File: src/hw/rtl/mbv_pkg.sv
package mbv_pkg;

    localparam int VTX_W   = 12;
    localparam int NV      = 1 << VTX_W;
    localparam int EDGE_AW = 14;
    localparam int NE      = 1 << EDGE_AW;
    localparam int HELD_W  = EDGE_AW + 1;
    localparam int KEY_W   = 2 * VTX_W;
    localparam int CNT_W   = 8;
    localparam int CUR_W   = VTX_W + 1;
    localparam int ENTRY_W = KEY_W + 2;
    localparam int IN_W    = 4 * VTX_W;
    localparam int OUT_W   = 16;

    typedef enum logic [2:0] {
        OP_CLEAR  = 3'd0,
        OP_REGION = 3'd1,
        OP_TRI    = 3'd2,
        OP_QUAD   = 3'd3,
        OP_NEXT   = 3'd4
    } op_t;

    localparam logic [2:0] ST_OK      = 3'd0;
    localparam logic [2:0] ST_OUTSIDE = 3'd1;
    localparam logic [2:0] ST_FULL    = 3'd2;
    localparam logic [2:0] ST_RANGE   = 3'd3;
    localparam logic [2:0] ST_NO_MORE = 3'd4;

    typedef enum logic [4:0] {
        S_CLR_RST, S_IDLE, S_DECODE, S_CLR, S_REGION, S_ELEM, S_REG_RD, S_REG_CK,
        S_KEYS, S_SEARCH, S_NEED, S_EDGE, S_EDGE_CK, S_VRD, S_VWR, S_SCAN_RD,
        S_SCAN_CK, S_OUT
    } state_t;

    typedef enum logic [4:0] {
        C_NONE, C_LOAD, C_CLR, C_REGION, C_ELEM, C_REG_RD, C_REG_CK, C_KEYS,
        C_SEARCH, C_NEED, C_EDGE, C_EDGE_CK, C_VRD, C_VWR, C_SCAN_RD, C_SCAN_CK,
        C_OUT
    } cmd_t;

    typedef struct packed {
        logic [2:0] op;
        logic       clr_last;
        logic       range_bad;
        logic       region_used;
        logic       region_hit;
        logic       last_corner;
        logic       search_done;
        logic       table_full;
        logic       key_found;
        logic       cnt_sat;
        logic       vstep;
        logic       scan_end;
        logic       scan_hit;
        logic       scan_phase;
        logic       out_free;
    } stat_t;

endpackage

File: src/hw/rtl/mbv_ctrl.sv
module mbv_ctrl (
    input  logic           clk,
    input  logic           rst_n,
    input  logic           s_tvalid,
    input  mbv_pkg::stat_t st,
    output mbv_pkg::cmd_t  cmd,
    output logic           s_tready
);

    mbv_pkg::state_t state_reg;
    mbv_pkg::state_t state_next;

    always_ff @(posedge clk or negedge rst_n)
    begin
        if (!rst_n)
        begin
            state_reg <= mbv_pkg::S_CLR_RST;
        end
        else
        begin
            state_reg <= state_next;
        end
    end

    always_comb
    begin
        state_next = state_reg;
        cmd        = mbv_pkg::C_NONE;
        s_tready   = 1'b0;
        case (state_reg)
            mbv_pkg::S_CLR_RST:
            begin
                cmd = mbv_pkg::C_CLR;
                if (st.clr_last)
                begin
                    state_next = mbv_pkg::S_IDLE;
                end
            end
            mbv_pkg::S_IDLE:
            begin
                s_tready = 1'b1;
                if (s_tvalid)
                begin
                    cmd        = mbv_pkg::C_LOAD;
                    state_next = mbv_pkg::S_DECODE;
                end
            end
            mbv_pkg::S_DECODE:
            begin
                case (st.op)
                    mbv_pkg::OP_CLEAR:  state_next = mbv_pkg::S_CLR;
                    mbv_pkg::OP_REGION: state_next = mbv_pkg::S_REGION;
                    mbv_pkg::OP_TRI:    state_next = mbv_pkg::S_ELEM;
                    mbv_pkg::OP_QUAD:   state_next = mbv_pkg::S_ELEM;
                    mbv_pkg::OP_NEXT:   state_next = mbv_pkg::S_SCAN_RD;
                    default:            state_next = mbv_pkg::S_OUT;
                endcase
            end
            mbv_pkg::S_CLR:
            begin
                cmd = mbv_pkg::C_CLR;
                if (st.clr_last)
                begin
                    state_next = mbv_pkg::S_OUT;
                end
            end
            mbv_pkg::S_REGION:
            begin
                cmd        = mbv_pkg::C_REGION;
                state_next = mbv_pkg::S_OUT;
            end
            mbv_pkg::S_ELEM:
            begin
                cmd = mbv_pkg::C_ELEM;
                if (st.range_bad)
                begin
                    state_next = mbv_pkg::S_OUT;
                end
                else if (st.region_used)
                begin
                    state_next = mbv_pkg::S_REG_RD;
                end
                else
                begin
                    state_next = mbv_pkg::S_KEYS;
                end
            end
            mbv_pkg::S_REG_RD:
            begin
                cmd        = mbv_pkg::C_REG_RD;
                state_next = mbv_pkg::S_REG_CK;
            end
            mbv_pkg::S_REG_CK:
            begin
                cmd = mbv_pkg::C_REG_CK;
                if (!st.region_hit)
                begin
                    state_next = mbv_pkg::S_OUT;
                end
                else if (st.last_corner)
                begin
                    state_next = mbv_pkg::S_KEYS;
                end
                else
                begin
                    state_next = mbv_pkg::S_REG_RD;
                end
            end
            mbv_pkg::S_KEYS:
            begin
                cmd        = mbv_pkg::C_KEYS;
                state_next = mbv_pkg::S_SEARCH;
            end
            mbv_pkg::S_SEARCH:
            begin
                cmd = mbv_pkg::C_SEARCH;
                if (st.search_done)
                begin
                    state_next = mbv_pkg::S_NEED;
                end
            end
            mbv_pkg::S_NEED:
            begin
                cmd        = mbv_pkg::C_NEED;
                state_next = st.table_full ? mbv_pkg::S_OUT : mbv_pkg::S_EDGE;
            end
            mbv_pkg::S_EDGE:
            begin
                cmd        = mbv_pkg::C_EDGE;
                state_next = st.key_found ? mbv_pkg::S_EDGE_CK : mbv_pkg::S_VRD;
            end
            mbv_pkg::S_EDGE_CK:
            begin
                cmd = mbv_pkg::C_EDGE_CK;
                if (!st.cnt_sat)
                begin
                    state_next = mbv_pkg::S_VRD;
                end
                else if (st.last_corner)
                begin
                    state_next = mbv_pkg::S_OUT;
                end
                else
                begin
                    state_next = mbv_pkg::S_EDGE;
                end
            end
            mbv_pkg::S_VRD:
            begin
                cmd        = mbv_pkg::C_VRD;
                state_next = mbv_pkg::S_VWR;
            end
            mbv_pkg::S_VWR:
            begin
                cmd = mbv_pkg::C_VWR;
                if (!st.vstep)
                begin
                    state_next = mbv_pkg::S_VRD;
                end
                else if (st.last_corner)
                begin
                    state_next = mbv_pkg::S_OUT;
                end
                else
                begin
                    state_next = mbv_pkg::S_EDGE;
                end
            end
            mbv_pkg::S_SCAN_RD:
            begin
                cmd        = mbv_pkg::C_SCAN_RD;
                state_next = st.scan_end ? mbv_pkg::S_OUT : mbv_pkg::S_SCAN_CK;
            end
            mbv_pkg::S_SCAN_CK:
            begin
                cmd = mbv_pkg::C_SCAN_CK;
                if (st.scan_phase && st.scan_hit)
                begin
                    state_next = mbv_pkg::S_OUT;
                end
                else
                begin
                    state_next = mbv_pkg::S_SCAN_RD;
                end
            end
            mbv_pkg::S_OUT:
            begin
                if (st.out_free)
                begin
                    cmd        = mbv_pkg::C_OUT;
                    state_next = mbv_pkg::S_IDLE;
                end
            end
            default:
            begin
                state_next = mbv_pkg::S_IDLE;
            end
        endcase
    end

endmodule

File: config.mk
export PLATFORM = sky130hd
export DESIGN_NAME = mbv_ctrl
export DESIGN_NICKNAME = d
export VERILOG_FILES = /design/src/hw/rtl/mbv_pkg.sv /design/src/hw/rtl/mbv_ctrl.sv
export SDC_FILE = /design/constraint.sdc
export NUM_CORES = 1
export LEC_CHECK = 0
export BUFFER_PORTS_ARGS = -buffer_cell sky130_fd_sc_hd__buf_2
export CAP_MARGIN = 20
export CORE_MARGIN = 1.5
export CORE_UTILIZATION = 45
export CTS_CLUSTER_SIZE = 12
export DETAILED_ROUTE_END_ITERATION = 6
export GPL_ROUTABILITY_DRIVEN = 0
export PLACE_DENSITY = 0.84
export SYNTH_ARGS = -nofsm -noshare
export SYNTH_HDL_FRONTEND = slang
export SYNTH_SLANG_ARGS = --single-unit
File: constraint.sdc
create_clock -name clk -period 1.9 [get_ports clk]
set_input_delay 0.19 -clock clk [delete_from_list [all_inputs] [get_ports clk]]
set_output_delay 0.19 -clock clk [all_outputs]
set_load 0.02 [all_outputs]
==> implementation parameters, run 1 <==
Parameter                              Value

Clocking
  Worst-case clock buffer depth ... 2
  Clock Latency Late Sink ... 0.24 ns
  Number of buffers inserted during clock tree synthesis ... 3
  Clock sink total ... 5
  CTS tree ... built
  CTS H-tree lvls ... 1
  Clock-pin slew reported for the worst setup and hold paths after clock tree synthesis ... ~0.04 ns
  CTS root buf ... sky130_fd_sc_hd__clkbuf_4

Die
  Starting density of the core ... between 40% and 50%
  Die Span Y ... about 43 um
  Area of the placeable core ... 1510 um2
  Die area ... 1850 um2
  Width of the die ... 43.1 um
  Number of top-level design ports ... 26
  Standard-cell row count ... 14

Timing
  Time the worst path needs with I/O delays and setup ... 1.83 ns
  Sum Neg Setup Slack ... 0 ns
  Final setup margin ... ~0.069 ns
  Worst hold slack after final layout ... 0.242 ns
  Fin. max-slew vios ... 0
  Fin. Hold Viols ... 0
  Final setup violating endpoints ... 0
  Tightest Pin Transition ... 0.509 ns
  Period utilization ... 96.4%
  Slew HR ... 65.8%
  Worst Clk Skew ... 0.00463 ns
  F_max ... roughly 0.55 GHz
  Unrepaired setup endpoints after global routing ... false

Final layout
  Fraction of layout cells with a size suffix above 1 ... 31.5%
  Finished Layout Cells ... 146
  Area growth from synthesis to final layout ... 27.6%
  Number of nets in the layout ... ~150
  Total non-filler cell area in the finished layout ... about 900 um2
  Total inserted antenna cells ... 0
  Share of the core filled with cells ... 61.1%
  Max reg flops ... 5

Detailed routing
  Routed via count divided by cell count ... 6.18
  Number of design-rule violations left by the first detailed-router iteration ... 34
  Detailed-route via count ... 902
  Final wirelength ... around 2100 um
  First drt pass iteration count ... 4
  Average routed wire per standard cell ... 14.3 um
  Total DRC errors in the routed layout ... 0
  Number of nets with antenna violations after routing ... 0

Setup path
  Worst-path fanout max ... 5
  Critical path launch point ... state_reg[2]
  Cell-by-cell trace of the critical path ... or3b_4 -> or4b_4 -> o41ai_2 -> or2_1 -> o21ai_1
  Setup Crit Path Kind ... reg -> reg
  R2R setup slack ... 0.07 ns
  Kind of capture point of the worst setup path ... register
  Data arrival time at the worst-slack endpoint ... 1.95 ns
  Last element of the critical path ... state_reg[4]
  Critical Path Start Type ... register
  Required time of the critical path ... between 2 and 2.5 ns
  FF-to-FF Start ... state_reg[2]
  Max incr delay on CP ... 0.51 ns
  End of the worst register-to-register path ... state_reg[4]
  Worst path slowest cell ... sky130_fd_sc_hd__or4b_4
  Reg2reg path depth ... 5

Pwr
  Static Leak ... about 0.39 nW
  Worst supply voltage drop on vdd ... 0.000576 V
  Cell Pwr Density ... about 1500 nW/um2
  Total Power Consumption ... 1.38 mW

GRT
  Antenna violations before repair ... 0
  Via count of the first global-routing pass ... 829
  Combined global-route utilization of all metal layers ... 23.0%
  Remaining global-route overflow ... 0
  Global-route wire length before repair ... 3310 um
  Largest net degree at the start of global routing ... 18

Synth
  Top cell types by occurrence after synthesis ... sky130_fd_sc_hd__nor2_1, sky130_fd_sc_hd__nand2_1, sky130_fd_sc_hd__a21oi_1, sky130_fd_sc_hd__nand3_1
  Area leader, netlist ... sky130_fd_sc_hd__dfrtp_1
  Distinct cell type count after synthesis ... 41
  Area share of the largest cell type after synthesis ... 17.3%
  Ys Warns ... 0
  Fraction of the yosys area taken by sequential cells ... 17.3%
  Number of synthesized register bits ... 5
  Number of synthesized flops with an enable pin ... 0
  Synthesized area ... 722 um2
  Post-Synthesis Cells ... 103
  Post-synthesis async set-or-reset flop share ... 100%
  Leading cell types by total area after synthesis ... sky130_fd_sc_hd__dfrtp_1, sky130_fd_sc_hd__nor2_1, sky130_fd_sc_hd__nand2_1, sky130_fd_sc_hd__a31oi_1, sky130_fd_sc_hd__a21oi_1
  Number of nets produced by synthesis ... 123
  Syn avg cell area ... 7.01 um2
  Most common cell in the netlist ... sky130_fd_sc_hd__nor2_1
  Most common flop cell mapped by yosys ... sky130_fd_sc_hd__dfrtp_1

Placement
  Post-place instance area ... 867 um2
  Number of cells after detailed placement ... 141
  Number of buffers inserted by port buffering ... 25
  Dpl hpwl ... 1570 um
  Post-place setup slack ... 0.103 ns

Worst hold path
  Hold path start ... st[16]
  Worst hold path type ... in -> reg

Run
  Max Cap Viol ... 0

Status
  Outcome ... finished, final reports clean
cells by family (layout without fill, tap and decap cells):
logic type	after synthesis	after routing	synth area share (%)
flops	5	5	17.3
buf+inv	11	38	7.28
mux	1	1	1.39
simple gates	53	53	41.8
compound gates	31	31	29.8
xor+xnor	2	2	2.43
per-layer routing:
metal / share of wire (%) / up-vias / GRT usage (%)
met5: 0 / - / 0
met4: 1.4 / 0 / 7.88
met3: 8.4 / 5 / 3.83
met2: 50 / 54 / 42.4
met1: 40 / 409 / 26.4
li1: - / 434 / -
worst min-delay path by stage:
stage | slack [ns] | depth (start not counted) | end
finish | 0.24 | 3 | state_reg[3]
global route | 0.28 | 3 | state_reg[3]
CTS | 0.24 | 3 | state_reg[3]
detailed placement | 0.004 | 1 | state_reg[1]
global placement | 0.005 | 1 | state_reg[4]
floorplan | -0.11 | 0 | state_reg[0]
timing repair:
| item | CTS | global route |
|---|---|---|
| gates resized for setup | 0 | 4 |
| setup endpoints to repair | 0 | 4 |
| hold buffers | 1 | 0 |
| setup buffers | 0 | 0 |
| hold endpoints to repair | 5 | 0 |
where the power goes:
part / switching (mW) / internal [mW] / leakage, nW
Combinational: 0.616 / 0.429 / 0.311
Clock: 0.0407 / 0.0792 / 0.0150
Sequential: 0.0682 / 0.150 / 0.0647
Total: 0.725 / 0.657 / 0.391
layout by cell type (no fill, tap or decap), types with 2 or more instances in the layout:
cell and count:
sky130_fd_sc_hd__nor2b_1 4, sky130_fd_sc_hd__nand3_1 6, sky130_fd_sc_hd__a31oi_1 5, sky130_fd_sc_hd__nand3b_1 3, sky130_fd_sc_hd__clkbuf_4 3, sky130_fd_sc_hd__buf_2 25, sky130_fd_sc_hd__nor2_1 11, sky130_fd_sc_hd__buf_4 6
sky130_fd_sc_hd__inv_1 2, sky130_fd_sc_hd__o21ai_1 3, sky130_fd_sc_hd__a211oi_1 4, sky130_fd_sc_hd__nor3b_1 4, sky130_fd_sc_hd__dfrtp_1 5, sky130_fd_sc_hd__nand2_1 9, sky130_fd_sc_hd__a21oi_1 6, sky130_fd_sc_hd__nand2b_1 4
sky130_fd_sc_hd__o211ai_1 2
critical path: cells and delay by family, from the launching register on:
kind | cells | cell delay [ns]
flops | 1 | 0.44
compound gates | 2 | 0.15
simple gates | 3 | 1.12
final cells by class:
class	count	area [um2]
tap	16	20.0
clock buffer	4	26.3
multi-input combinational	87	562
timing repair buffer	32	180
fill	140	586
sequential	5	125
inverter	2	7.51
No activity file was read; power rests on OpenSTA's default activity.
==> run 2: changes to the inputs <==
--- a/config.mk
+++ b/config.mk
@@ -8,7 +8,7 @@
 export BUFFER_PORTS_ARGS = -buffer_cell sky130_fd_sc_hd__buf_2
 export CAP_MARGIN = 20
 export CORE_MARGIN = 1.5
-export CORE_UTILIZATION = 45
+export CORE_UTILIZATION = 43
 export CTS_CLUSTER_SIZE = 12
 export DETAILED_ROUTE_END_ITERATION = 6
 export GPL_ROUTABILITY_DRIVEN = 0
==> constraint.sdc (replaced) <==
create_clock -name clk -period 1.6 [get_ports clk]
set_input_delay 0.16 -clock clk [delete_from_list [all_inputs] [get_ports clk]]
set_output_delay 0.16 -clock clk [all_outputs]
set_load 0.02 [all_outputs]
==> run 2 against run 1 <==
  * Critical path depth unchanged
  * Flip-flop and latch count unchanged
  * Cell count grew 13%
  * First-iteration DRC count is 15% higher
  * Via count grew 8.6%
  * Setup slack worse by 0.21 ns
  * Sequential share of layout area decreased by 3.1 points
  * Non-clock buffer count increased by 19
  * The flow now finishes with violations (setup timing)
  * Routed wire length grew 23%
  * Register-to-register slack got worse by 0.21 ns
  * Clock skew shrank 0.0016 ns
  * Count of clock-buffer cells in the layout stayed put
==> implementation parameters, run 2 (synthesis results as in run 1) <==
Parameter                              Value

GRT
  Combined global-route utilization of all metal layers ... about a quarter
  Largest net degree at the start of global routing ... 10
  Antenna violations before repair ... 0
  Global-route wire length before repair ... 3840 um
  Via count of the first global-routing pass ... 910
  Remaining global-route overflow ... 0

Clocking
  CTS H-tree lvls ... 1
  Clock-pin slew reported for the worst setup and hold paths after clock tree synthesis ... about 0.040 ns
  CTS tree ... built
  Clock Latency Late Sink ... 0.24 ns
  CTS root buf ... sky130_fd_sc_hd__clkbuf_4
  Worst-case clock buffer depth ... 2
  Number of buffers inserted during clock tree synthesis ... 3
  Clock sink total ... 5

Final layout
  Number of nets in the layout ... 170
  Reg area ... 125 um2
  Area growth from synthesis to final layout ... 64.6%
  Commonest non-fill, non-tap cells in the layout ... sky130_fd_sc_hd__buf_4, sky130_fd_sc_hd__buf_2, sky130_fd_sc_hd__buf_6, sky130_fd_sc_hd__nand2_1, sky130_fd_sc_hd__nor2_1
  Commonest non-fill, non-tap cell in the layout ... sky130_fd_sc_hd__buf_4
  Total inserted antenna cells ... 0
  Fraction of layout cells with a size suffix above 1 ... 46.3%
  Max reg flops ... 5
  Filler cells ... 102
  Area occupied by multi-input gates ... 631 um2

Worst hold path
  Hold path endpoint ... state_reg[3]
  Hold path cells ... 3
  Worst hold path type ... in -> reg
  Hold path start ... st[16]

Setup path
  Required time of the critical path ... 1.76 ns
  End of the worst register-to-register path ... state_reg[0]
  Critical Path Start Type ... register
  R2R setup slack ... -0.14 ns
  Data arrival time at the worst-slack endpoint ... roughly 1.9 ns
  Max incr delay on CP ... 0.51 ns
  Worst-path fanout max ... 3
  Kind of capture point of the worst setup path ... register
  Reg2reg path depth ... 5
  FF-to-FF Start ... state_reg[2]
  Setup Crit Path Kind ... reg -> reg
  Cell-by-cell trace of the critical path ... or3b_4 -> or4b_4 -> o41ai_2 -> nor2_1 -> a31oi_1
  Worst path slowest cell ... sky130_fd_sc_hd__or4b_4

Placement
  Post-place setup slack ... -0.125 ns
  Number of buffers inserted by port buffering ... 25
  Dpl hpwl ... 1780 um

Timing
  Period utilization ... 109%
  Slew HR ... 74.1%
  F_max ... 0.574 GHz
  Time the worst path needs with I/O delays and setup ... 1.74 ns
  Fin. Hold Viols ... 0
  Fin. max-slew vios ... 0
  Final setup violating endpoints ... 8
  Unrepaired setup endpoints after global routing ... true
  Final setup margin ... -0.144 ns
  Tightest Pin Transition ... 0.387 ns
  Worst Clk Skew ... 0.00299 ns

Status
  Failing checks ... setup timing
  Outcome ... complete, but fails checks

Detailed routing
  Total DRC errors in the routed layout ... 0
  Routed via count divided by cell count ... between 5 and 6
  First drt pass iteration count ... 4
  Final wirelength ... 2570 um
  Average routed wire per standard cell ... 15.6 um
  Detailed-route via count ... 980
  Number of nets with antenna violations after routing ... 0
  Number of design-rule violations left by the first detailed-router iteration ... 39

Pwr
  Cell Pwr Density ... between 1500 and 2000 nW/um2
  Static Leak ... 0.512 nW
  Total Power Consumption ... 2.31 mW
  Worst supply voltage drop on vdd ... about 0.00095 V

Die
  Number of top-level design ports ... 26
  Width of the die ... roughly 44 um
  Starting density of the core ... about 47%
  Die Span Y ... 44.0 um
  Standard-cell row count ... 14
  Die area ... 1930 um2
  Area of the placeable core ... 1540 um2

Run
  Max Cap Viol ... 0
run 2: layout make-up:
class | instances | share of cell area [%]
multi-input combinational | 87 | 53.1
timing repair buffer | 51 | 31.9
tap | 16 | 1.68
inverter | 2 | 0.632
sequential | 5 | 10.5
clock buffer | 4 | 2.21
run 2: power breakdown:
group          switching, mW  total, mW  internal [mW]
clock network         0.0530      0.147         0.0944
registers             0.0554      0.233          0.178
logic                  0.978       1.93          0.952
run 2: worst max-delay path, delay by kind of cell, from the launching register on:
kind,cells,cell delay [ns]
AO/OA/AOI/OAI,2,0.24
flip-flops,1,0.40
AND/OR/NAND/NOR,3,1.03
run 2: metal layers:
layer / GRT usage (%) / wire length, um / vias up
li1: - / - / 474
met3: 5.83 / 162 / 2
met5: 0 / 0 / -
met1: 32.3 / 1030 / 456
met4: 1.82 / 29 / 0
met2: 47.9 / 1350 / 48
run 2: worst max-delay path by stage:
stage / cells past startpoint / from / end
floorplan: 6 / state_reg[2] / state_reg[4]
global placement: 5 / state_reg[0] / state_reg[4]
detailed placement: 6 / state_reg[2] / state_reg[1]
CTS: 8 / state_reg[2] / cmd[0]
global route: 6 / state_reg[2] / cmd[0]
finish: 5 / state_reg[2] / state_reg[0]
run 2: repair_timing:
action / CTS / global route
resized for setup: 22 / 13
pin swaps: 3 / 7
hold buffers: 1 / 0
hold endpoints to repair: 5 / 0
endpoints found under the setup margin: 9 / 10
setup buffers: 2 / 1
run 2: through the flow:
| stage | TNS [ns] | hold WS [ns] | instances | utilization [%] | area (um2) |
|---|---|---|---|---|---|
| after floorplan | -0.414 | -0.136 | 103 | - | 722 |
| after global placement | -0.191 | -0.0236 | 157 | 64.0 | 987 |
| after detailed placement | -0.370 | -0.0221 | 157 | 64.0 | 987 |
| after CTS | -0.698 | 0.207 | 164 | 72.5 | 1120 |
| after global routing | -1.16 | 0.232 | 165 | 77.1 | 1190 |
| final | -0.715 | 0.210 | 165 | 77.1 | 1190 |
==> run 3: changes to the inputs <==
==> config.mk (replaced) <==
export PLATFORM = sky130hd
export DESIGN_NAME = mbv_ctrl
export DESIGN_NICKNAME = d
export VERILOG_FILES = /design/src/hw/rtl/mbv_pkg.sv /design/src/hw/rtl/mbv_ctrl.sv
export SDC_FILE = /design/constraint.sdc
export NUM_CORES = 1
export LEC_CHECK = 0
export CAP_MARGIN = 20
export CORE_MARGIN = 1.5
export CORE_UTILIZATION = 45
export CTS_CLUSTER_SIZE = 12
export DETAILED_ROUTE_END_ITERATION = 6
export DONT_BUFFER_PORTS = 1
export GPL_ROUTABILITY_DRIVEN = 0
export PLACE_DENSITY = 0.72
export SYNTH_ARGS = -nofsm -noshare
export SYNTH_HDL_FRONTEND = slang
export SYNTH_SLANG_ARGS = --single-unit
==> run 3 against run 2 <==
  * The run still ends with setup timing left
  * Via count decreased by 0.71%
  * Largest power group unchanged
  * Combinational power about the same
  * Non-clock buffer count down 17
==> implementation parameters, run 3 (synthesis results as in run 1) <==
Parameter                              Value

Timing
  F_max ... 0.562 GHz
  Tightest Pin Transition ... 0.575 ns
  Worst Clk Skew ... 0.00644 ns
  Period utilization ... 111%
  Slew HR ... 61.4%
  Sum Neg Setup Slack ... -0.989 ns
  Fin. max-slew vios ... 0
  Final setup violating endpoints ... 8
  Final setup margin ... -0.179 ns
  Worst hold slack after final layout ... 0.0525 ns
  Unrepaired setup endpoints after global routing ... true
  Time the worst path needs with I/O delays and setup ... roughly 1.8 ns
  Fin. Hold Viols ... 0

Placement
  Number of buffers inserted by port buffering ... 0
  Post-place setup slack ... -0.189 ns
  Dpl hpwl ... between 1500 and 2000 um

GRT
  Via count of the first global-routing pass ... 945
  Remaining global-route overflow ... 0
  Antenna violations before repair ... 0
  Combined global-route utilization of all metal layers ... 30.4%
  Largest net degree at the start of global routing ... 13
  Global-route wire length before repair ... 4170 um

Final layout
  Area occupied by multi-input gates ... 652 um2
  Share of the core filled with cells ... 74.8%
  Reg area ... 126 um2
  Total inserted antenna cells ... 0
  Fraction of layout cells with a size suffix above 1 ... 41.7%
  Commonest non-fill, non-tap cell in the layout ... sky130_fd_sc_hd__buf_4
  Filler cells ... 114
  Number of nets in the layout ... 153
  Max reg flops ... 5
  Commonest non-fill, non-tap cells in the layout ... sky130_fd_sc_hd__buf_4, sky130_fd_sc_hd__buf_6, sky130_fd_sc_hd__nor2_1, sky130_fd_sc_hd__nand2_1, sky130_fd_sc_hd__nand3_1
  Area growth from synthesis to final layout ... 56.2%

Setup path
  Critical Path Start Type ... register
  Setup Crit Path Kind ... reg -> reg
  Critical path launch point ... state_reg[2]
  Reg2reg path depth ... 5
  Cell-by-cell trace of the critical path ... or3b_4 -> or4b_4 -> o41ai_4 -> nand2_1 -> a31oi_1
  FF-to-FF Start ... state_reg[2]
  Worst path slowest cell ... sky130_fd_sc_hd__or4b_4
  Worst-path fanout max ... 4
  Kind of capture point of the worst setup path ... register
  Data arrival time at the worst-slack endpoint ... 1.94 ns
  Max incr delay on CP ... 0.51 ns
  R2R setup slack ... -0.18 ns
  End of the worst register-to-register path ... state_reg[1]
  Required time of the critical path ... roughly 1.8 ns
  Last element of the critical path ... state_reg[1]

Clocking
  CTS root buf ... sky130_fd_sc_hd__clkbuf_4
  Clock sink total ... 5
  Number of buffers inserted during clock tree synthesis ... 3
  CTS H-tree lvls ... 1
  Clock Latency Late Sink ... about 0.25 ns
  Clock-pin slew reported for the worst setup and hold paths after clock tree synthesis ... 0.05 ns
  CTS tree ... built
  Worst-case clock buffer depth ... 2

Status
  Outcome ... complete, but fails checks
  Failing checks ... setup timing

Die
  Number of top-level design ports ... 26
  Area of the placeable core ... 1510 um2
  Standard-cell row count ... 14
  Die area ... approximately 1900 um2
  Starting density of the core ... a little under half
  Die Span Y ... 43.1 um
  Width of the die ... 43.1 um

Detailed routing
  Routed via count divided by cell count ... ~6.6
  Total DRC errors in the routed layout ... 0
  Number of design-rule violations left by the first detailed-router iteration ... 9
  Detailed-route via count ... approximately 1000
  Number of nets with antenna violations after routing ... 0
  Average routed wire per standard cell ... 18.1 um
  Final wirelength ... 2690 um
  First drt pass iteration count ... 4

Run
  Max Cap Viol ... 0

Pwr
  Cell Pwr Density ... 2090 nW/um2
  Worst supply voltage drop on vdd ... 0.00131 V
  Static Leak ... roughly 0.45 nW

Worst hold path
  Worst hold path type ... in -> reg
run 3: repair_timing:
action                                  in CTS  in global routing
buffers inserted                             4                  2
resized for setup                           22                 10
endpoints found under the setup margin       9                 10
hold endpoints to repair                     5                  0
gates cloned                                 0                  0
hold buffers                                 1                  0
pin swaps                                    5                  5
run 3: final cells by class:
type	instances	area share [%]
timing repair buffer	34	26.2
sequential	5	11.2
inverter	2	0.666
clock buffer	4	2.33
multi-input combinational	87	57.8
tap	16	1.78
run 3: stage by stage:
step           instances  power, mW  area (um2)
2_1_floorplan        103       1.13         722
3_3_place_gp         137       1.61         900
3_5_place_dp         137       1.65         900
4_1_cts              146       2.11        1070
5_1_grt              148       2.49        1130
6_report             148       2.35        1130
run 3: worst min-delay path by stage:
| stage | from | cells after the start | slack [ns] | to |
|---|---|---|---|---|
| floorplan | rst_n | 0 | -0.14 | state_reg[0] |
| global placement | rst_n | 0 | -0.14 | state_reg[4] |
| detailed placement | rst_n | 0 | -0.14 | state_reg[4] |
| CTS | st[16] | 2 | 0.06 | state_reg[3] |
| global route | st[16] | 2 | 0.06 | state_reg[3] |
| finish | st[16] | 2 | 0.05 | state_reg[3] |
run 3: where the power goes:
| part | switching, mW | internal (mW) |
|---|---|---|
| clock network | 0.0649 | 0.0951 |
| registers | 0.0741 | 0.179 |
| logic | 0.988 | 0.949 |
| total | 1.13 | 1.22 |
run 3: layer usage:
metal | up-vias | track usage, % | wire length, um
li1 | 442 | - | -
met1 | 467 | 34.6 | 1040
met3 | 8 | 7.66 | 159
met5 | - | 0 | 0
met2 | 56 | 53.9 | 1400
met4 | 0 | 11.5 | 87
run 3: critical path: cells and delay by family (launching register included):
family | cells | cell delay, ns
AOI/OAI and AO/OA | 2 | 0.25
DFF | 1 | 0.42
and+or+nand+nor | 3 | 1.02
